==> config.mk <==
export PLATFORM = sky130hd
export DESIGN_NAME = midi_note_delay_router
export DESIGN_NICKNAME = d
export VERILOG_FILES = /design/src/rtl/mndr_pkg.sv /design/src/rtl/midi_note_delay_router.sv
export SDC_FILE = /design/constraint.sdc
export NUM_CORES = 2
export LEC_CHECK = 0
export BUFFER_PORTS_ARGS = -buffer_cell sky130_fd_sc_hd__clkbuf_2
export CAP_MARGIN = 20
export CELL_PAD_IN_SITES_DETAIL_PLACEMENT = 0
export CELL_PAD_IN_SITES_GLOBAL_PLACEMENT = 1
export CORE_ASPECT_RATIO = 1.5
export CORE_MARGIN = 3
export CORE_UTILIZATION = 49
export CTS_CLUSTER_DIAMETER = 40
export DETAILED_ROUTE_END_ITERATION = 8
export MAX_ROUTING_LAYER = met4
export PLACE_DENSITY_LB_ADDON = 0.1
export SLEW_MARGIN = 20
export SYNTH_ARGS = -nofsm -noshare
export SYNTH_HDL_FRONTEND = slang
export SYNTH_SLANG_ARGS = --single-unit
==> constraint.sdc <==
create_clock -name clock -period 6.95 [get_ports clock]
set_input_delay 1.39 -clock clock [delete_from_list [all_inputs] [get_ports clock]]
set_output_delay 1.39 -clock clock [all_outputs]
set_load 0.01 [all_outputs]
==> src/rtl/mndr_pkg.sv <==
// ----------------------------------------------------------------------------
// mndr_pkg
// Types and constants shared by the MIDI note delay router.
// ----------------------------------------------------------------------------
package mndr_pkg;

   localparam int QUEUE_DEPTH_DEF = 64;

   localparam int DELAY_W = 20;
   localparam int MASK_W  = 64;
   localparam int LEN_W   = 16;
   localparam int REM_W   = 21;
   localparam int MSG_W   = 22;
   localparam int CSR_IDX_W  = 2;
   localparam int CSR_DATA_W = 64;

   // opcodes
   localparam logic OP_BLOCK = 1'b0;
   localparam logic OP_EVENT = 1'b1;

   // register indexes
   localparam logic [CSR_IDX_W-1:0] CSR_DELAY       = 2'd0;
   localparam logic [CSR_IDX_W-1:0] CSR_LISTED_LOW  = 2'd1;
   localparam logic [CSR_IDX_W-1:0] CSR_LISTED_HIGH = 2'd2;

   // note on / note off recognition
   localparam logic [7:0] NOTE_STATUS_MASK  = 8'hE0;
   localparam logic [7:0] NOTE_STATUS_MATCH = 8'h80;

   typedef struct packed {
      logic             opcode;
      logic [LEN_W-1:0] block_samples;
      logic [7:0]       status_byte;
      logic [6:0]       data_one;
      logic [6:0]       data_two;
      logic [LEN_W-1:0] sample_pos;
   } req_type;

   typedef struct packed {
      logic [7:0]       out_status;
      logic [6:0]       out_data_one;
      logic [6:0]       out_data_two;
      logic [LEN_W-1:0] out_pos;
      logic             dropped;
      logic             last;
   } rsp_type;

   typedef enum logic [6:0] {
      ST_IDLE   = 7'b0000001,
      ST_FL_RD  = 7'b0000010,
      ST_FL_CHK = 7'b0000100,
      ST_FL_FIN = 7'b0001000,
      ST_EV_CHK = 7'b0010000,
      ST_EV_SCN = 7'b0100000,
      ST_EV_OUT = 7'b1000000
   } state_type;

endpackage

==> src/rtl/midi_note_delay_router.sv <==
// ----------------------------------------------------------------------------
// midi_note_delay_router
// Timed MIDI router: delays unlisted note on/off words through a note queue
// and releases them at block starts.
// ----------------------------------------------------------------------------
// One item is handled at a time; req_stall is high after acceptance until the
// item is done, with its last result, if any, placed in the output register.
// A block start walks every queue slot through the single-port note memory:
// ST_FL_RD skips a free slot, an occupied one is read and then checked in
// ST_FL_CHK, and ST_FL_FIN ends the walk. An event passes ST_EV_CHK and then
// ST_EV_OUT when it yields a result at once; when it is queued, ST_EV_SCN
// searches the slots one by one for a free entry. A zero-length block start
// changes nothing. Results are held in one output register; a stalled output
// holds the walk until the register frees up.
module midi_note_delay_router #(
   parameter int QUEUE_DEPTH = mndr_pkg::QUEUE_DEPTH_DEF
) (
   input  logic                               clock,
   input  logic                               reset,
   input  logic                               req_valid,
   output logic                               req_stall,
   input  mndr_pkg::req_type                  req_data,
   output logic                               rsp_valid,
   input  logic                               rsp_stall,
   output mndr_pkg::rsp_type                  rsp_data,
   input  logic                               csr_we,
   input  logic [mndr_pkg::CSR_IDX_W-1:0]     csr_index,
   input  logic [mndr_pkg::CSR_DATA_W-1:0]    csr_wdata
);

   localparam int IDX_W = (QUEUE_DEPTH > 1) ? $clog2(QUEUE_DEPTH) : 1;
   localparam logic [IDX_W-1:0] LAST_IDX = IDX_W'(QUEUE_DEPTH - 1);
   localparam int REM_W = mndr_pkg::REM_W;
   localparam int MSG_W = mndr_pkg::MSG_W;
   localparam int LEN_W = mndr_pkg::LEN_W;
   localparam int ENT_W = REM_W + MSG_W;

   // configuration
   logic [mndr_pkg::DELAY_W-1:0] delay_ff;
   logic [mndr_pkg::MASK_W-1:0]  listed_lo_ff;
   logic [mndr_pkg::MASK_W-1:0]  listed_hi_ff;

   // control and working registers
   mndr_pkg::state_type state_ff, state_in;
   logic [IDX_W-1:0]   idx_ff, idx_in;
   logic [LEN_W-1:0]   blk_len_ff, blk_len_in;
   logic [MSG_W-1:0]   ev_msg_ff, ev_msg_in;
   logic [LEN_W-1:0]   ev_pos_ff, ev_pos_in;
   logic               ev_delay_ff, ev_delay_in;
   logic [REM_W-1:0]   ev_emit_ff, ev_emit_in;
   logic               held_valid_ff, held_valid_in;
   logic [MSG_W-1:0]   held_msg_ff, held_msg_in;
   logic [LEN_W-1:0]   held_pos_ff, held_pos_in;
   logic               held_drop_ff, held_drop_in;
   logic               rsp_valid_ff, rsp_valid_in;
   mndr_pkg::rsp_type  rsp_data_ff, rsp_data_in;

   logic               valid_ff [QUEUE_DEPTH];
   logic               valid_set, valid_clr;

   // note memory: {remaining delay, message}
   logic [ENT_W-1:0]   mem [QUEUE_DEPTH];
   logic [ENT_W-1:0]   rd_ff;
   logic               mem_we;
   logic [ENT_W-1:0]   mem_wdata;

   logic               req_acc;
   logic               out_free;
   logic               out_load;
   logic               out_last;
   logic [REM_W-1:0]   sub_a;
   logic [REM_W:0]     sub_res;
   logic               sub_lt;
   logic [REM_W-1:0]   rd_rem;
   logic [MSG_W-1:0]   rd_msg;
   logic [127:0]       listed_all;
   logic               is_note;

   assign req_acc   = req_valid && !req_stall;
   assign req_stall = (state_ff != mndr_pkg::ST_IDLE);
   assign out_free  = !rsp_valid_ff || !rsp_stall;
   assign rsp_valid = rsp_valid_ff;
   assign rsp_data  = rsp_data_ff;

   assign rd_rem = rd_ff[ENT_W-1:MSG_W];
   assign rd_msg = rd_ff[MSG_W-1:0];

   assign listed_all = {listed_hi_ff, listed_lo_ff};
   assign is_note = (req_data.status_byte & mndr_pkg::NOTE_STATUS_MASK)
                    == mndr_pkg::NOTE_STATUS_MATCH;

   // shared subtract unit: compare against block length and form the remainder
   assign sub_a   = (state_ff == mndr_pkg::ST_EV_CHK) ? ev_emit_ff : rd_rem;
   assign sub_res = {1'b0, sub_a} - {{(REM_W + 1 - LEN_W){1'b0}}, blk_len_ff};
   assign sub_lt  = sub_res[REM_W];

   always_ff @(posedge clock) begin
      if (reset) begin
         delay_ff     <= '0;
         listed_lo_ff <= '0;
         listed_hi_ff <= '0;
      end else if (csr_we) begin
         case (csr_index)
            mndr_pkg::CSR_DELAY:       delay_ff     <= csr_wdata[mndr_pkg::DELAY_W-1:0];
            mndr_pkg::CSR_LISTED_LOW:  listed_lo_ff <= csr_wdata;
            mndr_pkg::CSR_LISTED_HIGH: listed_hi_ff <= csr_wdata;
            default: begin
            end
         endcase
      end
   end

   always_comb begin
      state_in      = state_ff;
      idx_in        = idx_ff;
      blk_len_in    = blk_len_ff;
      ev_msg_in     = ev_msg_ff;
      ev_pos_in     = ev_pos_ff;
      ev_delay_in   = ev_delay_ff;
      ev_emit_in    = ev_emit_ff;
      held_valid_in = held_valid_ff;
      held_msg_in   = held_msg_ff;
      held_pos_in   = held_pos_ff;
      held_drop_in  = held_drop_ff;
      valid_set     = 1'b0;
      valid_clr     = 1'b0;
      mem_we        = 1'b0;
      mem_wdata     = {ev_emit_ff, ev_msg_ff};
      out_load      = 1'b0;
      out_last      = 1'b1;

      case (state_ff)
         mndr_pkg::ST_IDLE: begin
            if (req_acc) begin
               idx_in = '0;
               if (req_data.opcode == mndr_pkg::OP_BLOCK) begin
                  if (req_data.block_samples != '0) begin
                     blk_len_in = req_data.block_samples;
                     state_in   = mndr_pkg::ST_FL_RD;
                  end
               end else begin
                  ev_msg_in   = {req_data.status_byte, req_data.data_one, req_data.data_two};
                  ev_pos_in   = req_data.sample_pos;
                  ev_delay_in = is_note && !listed_all[req_data.data_one];
                  ev_emit_in  = {{(REM_W - LEN_W){1'b0}}, req_data.sample_pos}
                              + {{(REM_W - mndr_pkg::DELAY_W){1'b0}}, delay_ff};
                  state_in    = mndr_pkg::ST_EV_CHK;
               end
            end
         end

         mndr_pkg::ST_FL_RD: begin
            if (valid_ff[idx_ff]) begin
               state_in = mndr_pkg::ST_FL_CHK;
            end else if (idx_ff == LAST_IDX) begin
               state_in = mndr_pkg::ST_FL_FIN;
            end else begin
               idx_in = idx_ff + 1'b1;
            end
         end

         mndr_pkg::ST_FL_CHK: begin
            if (!sub_lt) begin
               mem_we    = 1'b1;
               mem_wdata = {sub_res[REM_W-1:0], rd_msg};
            end
            // a due note waits in the hold register until the next one shows it
            // was not the final result
            if (!sub_lt || !held_valid_ff || out_free) begin
               if (sub_lt) begin
                  valid_clr     = 1'b1;
                  out_load      = held_valid_ff;
                  out_last      = 1'b0;
                  held_valid_in = 1'b1;
                  held_msg_in   = rd_msg;
                  held_pos_in   = rd_rem[LEN_W-1:0];
                  held_drop_in  = 1'b0;
               end
               if (idx_ff == LAST_IDX) begin
                  state_in = mndr_pkg::ST_FL_FIN;
               end else begin
                  idx_in   = idx_ff + 1'b1;
                  state_in = mndr_pkg::ST_FL_RD;
               end
            end
         end

         mndr_pkg::ST_FL_FIN: begin
            if (!held_valid_ff) begin
               state_in = mndr_pkg::ST_IDLE;
            end else if (out_free) begin
               out_load      = 1'b1;
               held_valid_in = 1'b0;
               state_in      = mndr_pkg::ST_IDLE;
            end
         end

         mndr_pkg::ST_EV_CHK: begin
            held_msg_in  = ev_msg_ff;
            held_drop_in = 1'b0;
            if (!ev_delay_ff) begin
               held_valid_in = 1'b1;
               held_pos_in   = ev_pos_ff;
               state_in      = mndr_pkg::ST_EV_OUT;
            end else if (sub_lt) begin
               held_valid_in = 1'b1;
               held_pos_in   = ev_emit_ff[LEN_W-1:0];
               state_in      = mndr_pkg::ST_EV_OUT;
            end else begin
               ev_emit_in = sub_res[REM_W-1:0];
               state_in   = mndr_pkg::ST_EV_SCN;
            end
         end

         mndr_pkg::ST_EV_SCN: begin
            if (!valid_ff[idx_ff]) begin
               mem_we    = 1'b1;
               valid_set = 1'b1;
               state_in  = mndr_pkg::ST_IDLE;
            end else if (idx_ff == LAST_IDX) begin
               // queue full: drop and flag
               held_valid_in = 1'b1;
               held_msg_in   = ev_msg_ff;
               held_pos_in   = '0;
               held_drop_in  = 1'b1;
               state_in      = mndr_pkg::ST_EV_OUT;
            end else begin
               idx_in = idx_ff + 1'b1;
            end
         end

         mndr_pkg::ST_EV_OUT: begin
            if (out_free) begin
               out_load      = 1'b1;
               held_valid_in = 1'b0;
               state_in      = mndr_pkg::ST_IDLE;
            end
         end

         default: begin
            state_in = mndr_pkg::ST_IDLE;
         end
      endcase
   end

   always_comb begin
      rsp_valid_in = rsp_valid_ff && rsp_stall;
      rsp_data_in  = rsp_data_ff;
      if (out_load) begin
         rsp_valid_in             = 1'b1;
         rsp_data_in.out_status   = held_msg_ff[MSG_W-1:14];
         rsp_data_in.out_data_one = held_msg_ff[13:7];
         rsp_data_in.out_data_two = held_msg_ff[6:0];
         rsp_data_in.out_pos      = held_pos_ff;
         rsp_data_in.dropped      = held_drop_ff;
         rsp_data_in.last         = out_last;
      end
   end

   always_ff @(posedge clock) begin
      if (reset) begin
         state_ff      <= mndr_pkg::ST_IDLE;
         idx_ff        <= '0;
         blk_len_ff    <= '0;
         held_valid_ff <= 1'b0;
         rsp_valid_ff  <= 1'b0;
      end else begin
         state_ff      <= state_in;
         idx_ff        <= idx_in;
         blk_len_ff    <= blk_len_in;
         held_valid_ff <= held_valid_in;
         rsp_valid_ff  <= rsp_valid_in;
      end
   end

   always_ff @(posedge clock) begin
      ev_msg_ff    <= ev_msg_in;
      ev_pos_ff    <= ev_pos_in;
      ev_delay_ff  <= ev_delay_in;
      ev_emit_ff   <= ev_emit_in;
      held_msg_ff  <= held_msg_in;
      held_pos_ff  <= held_pos_in;
      held_drop_ff <= held_drop_in;
      rsp_data_ff  <= rsp_data_in;
   end

   always_ff @(posedge clock) begin
      if (reset) begin
         for (int i = 0; i < QUEUE_DEPTH; i++) begin
            valid_ff[i] <= 1'b0;
         end
      end else if (valid_set) begin
         valid_ff[idx_ff] <= 1'b1;
      end else if (valid_clr) begin
         valid_ff[idx_ff] <= 1'b0;
      end
   end

   always_ff @(posedge clock) begin
      if (mem_we) begin
         mem[idx_ff] <= mem_wdata;
      end
      rd_ff <= mem[idx_ff];
   end

   // the hold register is empty whenever the block can take a new word
   a_idle_hold_empty: assert property (@(posedge clock) disable iff (reset)
      state_ff == mndr_pkg::ST_IDLE |-> !held_valid_ff)
      else $error("hold register occupied while idle");

   a_zero_block: assert property (@(posedge clock) disable iff (reset)
      req_acc && req_data.opcode == mndr_pkg::OP_BLOCK && req_data.block_samples == '0
      |=> state_ff == mndr_pkg::ST_IDLE)
      else $error("zero-length block start not ignored");

   a_event_path: assert property (@(posedge clock) disable iff (reset)
      req_acc && req_data.opcode == mndr_pkg::OP_EVENT |=> state_ff == mndr_pkg::ST_EV_CHK)
      else $error("event word took the wrong path");

   a_drop_form: assert property (@(posedge clock) disable iff (reset)
      rsp_valid_ff && rsp_data_ff.dropped |-> rsp_data_ff.out_pos == '0 && rsp_data_ff.last)
      else $error("malformed drop result");

   a_flush_not_last: assert property (@(posedge clock) disable iff (reset)
      out_load && state_ff == mndr_pkg::ST_FL_CHK |-> held_valid_in)
      else $error("flush pushed a result without keeping a successor");

endmodule
==> key figures <==
Critical path
  – Max FO, Critical Path: 43
  – WS Path Type: flop to flop
  – WP data arrival: 6.14 ns
  – CP Capture Type: flop
  – Reg2reg setup slack: 1.29 ns
  – CP cell instances: nor3_1, and4b_2, nand2_1, nand2_1, ha_1, nor2b_1, o31a_1, o31a_1, o21ai_1, buf_4, o21ai_2, and2_2, nor2_4, buf_12, buf_4, nor3_2, buf_4
  – R2r worst-path depth: 17
  – Startpoint types: flop
  – Most common cell on crit path: buf_4
  – Worst r2r src: state_ff[2]
  – Crit-path max cell delay: between 0.6 and 0.7 ns
  – Reg2reg end: mem[59][24]
  – Worst path slowest cell: and4b_2
  – Required time of the critical path: approximately 7.4 ns

Floorplan
  – I/O pins: ~170
  – DIE AREA: 248,000 sq um
  – Initial Util: 49.4%
  – Row count: 220
  – Die H: 608 um
  – Horiz. Die Dim: about 410 um
  – CORE AREA: approximately 240,000 sq um

Final layout
  – Commonest non-fill, non-tap cell in the layout: edfxtp_1
  – Most frequent cells in the layout: edfxtp_1, a22oi_1, nand2_1, clkbuf_16, buf_4
  – Fill count: 18,449
  – Register Area: 93,300 sq um
  – Finished Layout Cells: 10,796
  – Final core occ: 56.4%
  – Share of cells above drive strength 1: 16.0%
  – Area growth syn-to-layout: 14.1%
  – Final net count: 7,475
  – Multi-input logic area: between 20,000 and 25,000 sq um

Power and ir drop
  – Pleak: about 42 nW
  – Max VDD drop: 0.000201 V
  – PD cells: 325 nW/um^2

Synth
  – Synth area leader: edfxtp_1
  – Seq/Total Area, Yosys: between 70% and 80%
  – Number of enable flip-flop cells after synthesis: 2,955
  – Synth Net Count: approximately 7,000
  – Synth Flop Type: edfxtp_1
  – Cell area after synthesis: 118,000 sq um
  – Ys async rst share: 0%
  – Synth top area share: roughly three quarters
  – Unique masters post-synth: slightly below 80
  – Ys Warns: 0
  – Area contributors post-synth: edfxtp_1, a22oi_1, dfxtp_1
  – #FFs+latches synth: 3,183
  – Cell count after synthesis: approximately 7,000
  – Mean Syn Cell Area: 16.8 sq um

STA
  – Slew Viols, Final: 0
  – Final setup fails: 0
  – Max Clk Rate: 177 MHz
  – Final period utilization: 81.4%
  – Final number of hold-violating endpoints: 0
  – Slew at the pin with the worst max-slew slack: 1.23 ns
  – RSZ-0062 raised after global routing: no
  – Clock Skews: between 0.04 and 0.05 ns
  – Max-slew headroom: between 10% and 20%
  – Min Tclk post-route: 5.66 ns
  – Final worst slack: approximately 1.3 ns

Flow run
  – Max cap viols: 0

Routing
  – Wire per inst: approximately 35 um
  – ANT nets after route: 0
  – Via count: 70,759
  – 1st-pass router iterations: 6
  – Initial drt markers: ~8,800
  – DRC Markers: 0
  – Vias per cell: 6.55
  – Total Routed Length: around 370 mm

Clock network
  – CTS resizes: 0
  – CTS clk-pin slew, worst paths: 0.06 ns
  – CTS tree: yes
  – Hold buffer count at cts: 0
  – Worst-skew pair later-pin latency: 0.86 ns
  – CTS Buf Count: between 300 and 400
  – CTS Buffer Depth: 4
  – Clk sinks: 3,183
  – Root Driver: clkbuf_16
  – Post-CTS Setup Bufs: 0
  – # H-tree levels: 5

Global route
  – Congestion Overflow GR: 0
  – Global-route wire length before repair: between 500 and 600 mm
  – Vias in the first global route: 69,096
  – Initial antenna violation count: 13
  – Gr usage total: 30.5%
  – Largest net degree at the start of global routing: 157

Place
  – Pre-CTS WS: between 1 and 1.5 ns
  – IO Port Bufs: 167
  – Placed Cells: 10,205
  – Hpwl dp: 222 mm
  – GPL Wtd Cong: 0.885

Worst hold path
  – WHS Endpoint: rsp_data[33]
  – Worst hold path class: flop to flop
  – Hold path startpoint: held_msg_ff[15]
  – Hold Path Stages: 0

Run status
  – Status: complete, no violations
[worst max-delay path, delay by kind of cell, from the launching register on]
kind / cells / cell delay [ns]
AO/OA/AOI/OAI: 4 / 0.89
adder cells (fa/ha/maj): 1 / 0.23
buffers and inverters: 4 / 1.25
flip-flops: 1 / 0.37
AND/OR/NAND/NOR: 8 / 2.39
[layout make-up]
class	instances	share of cell area, %
Clock buffer	398	6.44
Tap cell	3219	2.98
Sequential cell	3183	69.1
Timing Repair Buffer	454	2.54
Antenna cell	10	0.0185
Multi-Input combinational cell	3318	17.5
Inverter	31	0.0861
Clock inverter	183	1.39
[metrics by stage]
step           setup TNS, ns  cell area (sq um)  hold WS (ns)  power (mW)
2_1_floorplan        -369.79             118000         0.400        24.7
3_3_place_gp               0             124000         0.402        26.8
3_5_place_dp               0             124000         0.405        26.8
4_1_cts                    0             135000         0.417        44.1
5_1_grt                    0             135000         0.424        45.2
6_report                   0             135000         0.417        43.9
[synthesized netlist by cell type (76+ instances only)]
cell type	count
nor2_1	81
clkbuf_1	373
a31oi_1	228
a21oi_1	247
nor3_1	144
a22oi_1	926
nand2_1	516
edfxtp_1	2955
dfxtp_1	228
buf_1	76
a22o_1	229
a221oi_1	231
[flip-flops by register name, indices dropped and copies added (netlist names), 6 cells and up, named ones only]
name and flops:
mem 2752, listed_hi_ff 64, listed_lo_ff 64, valid_ff 64, rd_ff 43, rsp_data 40, ev_msg_ff 22, held_msg_ff 22
ev_emit_ff 21, delay_ff 20, blk_len_ff 16, ev_pos_ff 16, held_pos_ff 16, state_ff 7, idx_ff 6
[where the power goes]
| group | internal (mW) | switching, mW | total [mW] |
|---|---|---|---|
| Sequential | 21.6 | 0.226 | 21.9 |
| Clock | 9.96 | 7.46 | 17.4 |
| Combinational | 1.27 | 3.33 | 4.60 |
[layer usage]
layer / wire length [um] / track usage, %
met1: 145000 / 39.2
met2: 188000 / 50.2
met3: 28000 / 4.51
met4: 13200 / 9.70
met5: 0 / -
[how the worst max path moves through the flow]
stage,endpoint,depth (start not counted),startpoint
floorplan,mem[10][0],18,state_ff[2]
detailed placement,mem[59][3],17,state_ff[2]
finish,mem[59][24],17,state_ff[2]
CTS,mem[0][40],16,state_ff[6]
global placement,mem[59][2],17,state_ff[2]
global route,mem[0][40],16,state_ff[6]
[cells by family (layout without fill, tap and decap cells)]
kind of cell    Yosys count  in the layout  share of synthesized area [%]
xor+xnor                 29             29                          0.215
buf+inv                 538           1066                           1.79
compound gates         2121           2121                           13.2
flops                  3183           3183                           78.8
other cells               0             10                              0
simple gates           1002           1002                           3.93
mux                     131            131                           1.65
fa+ha+maj                35             35                          0.383
Power figures use the tool's default switching activity.
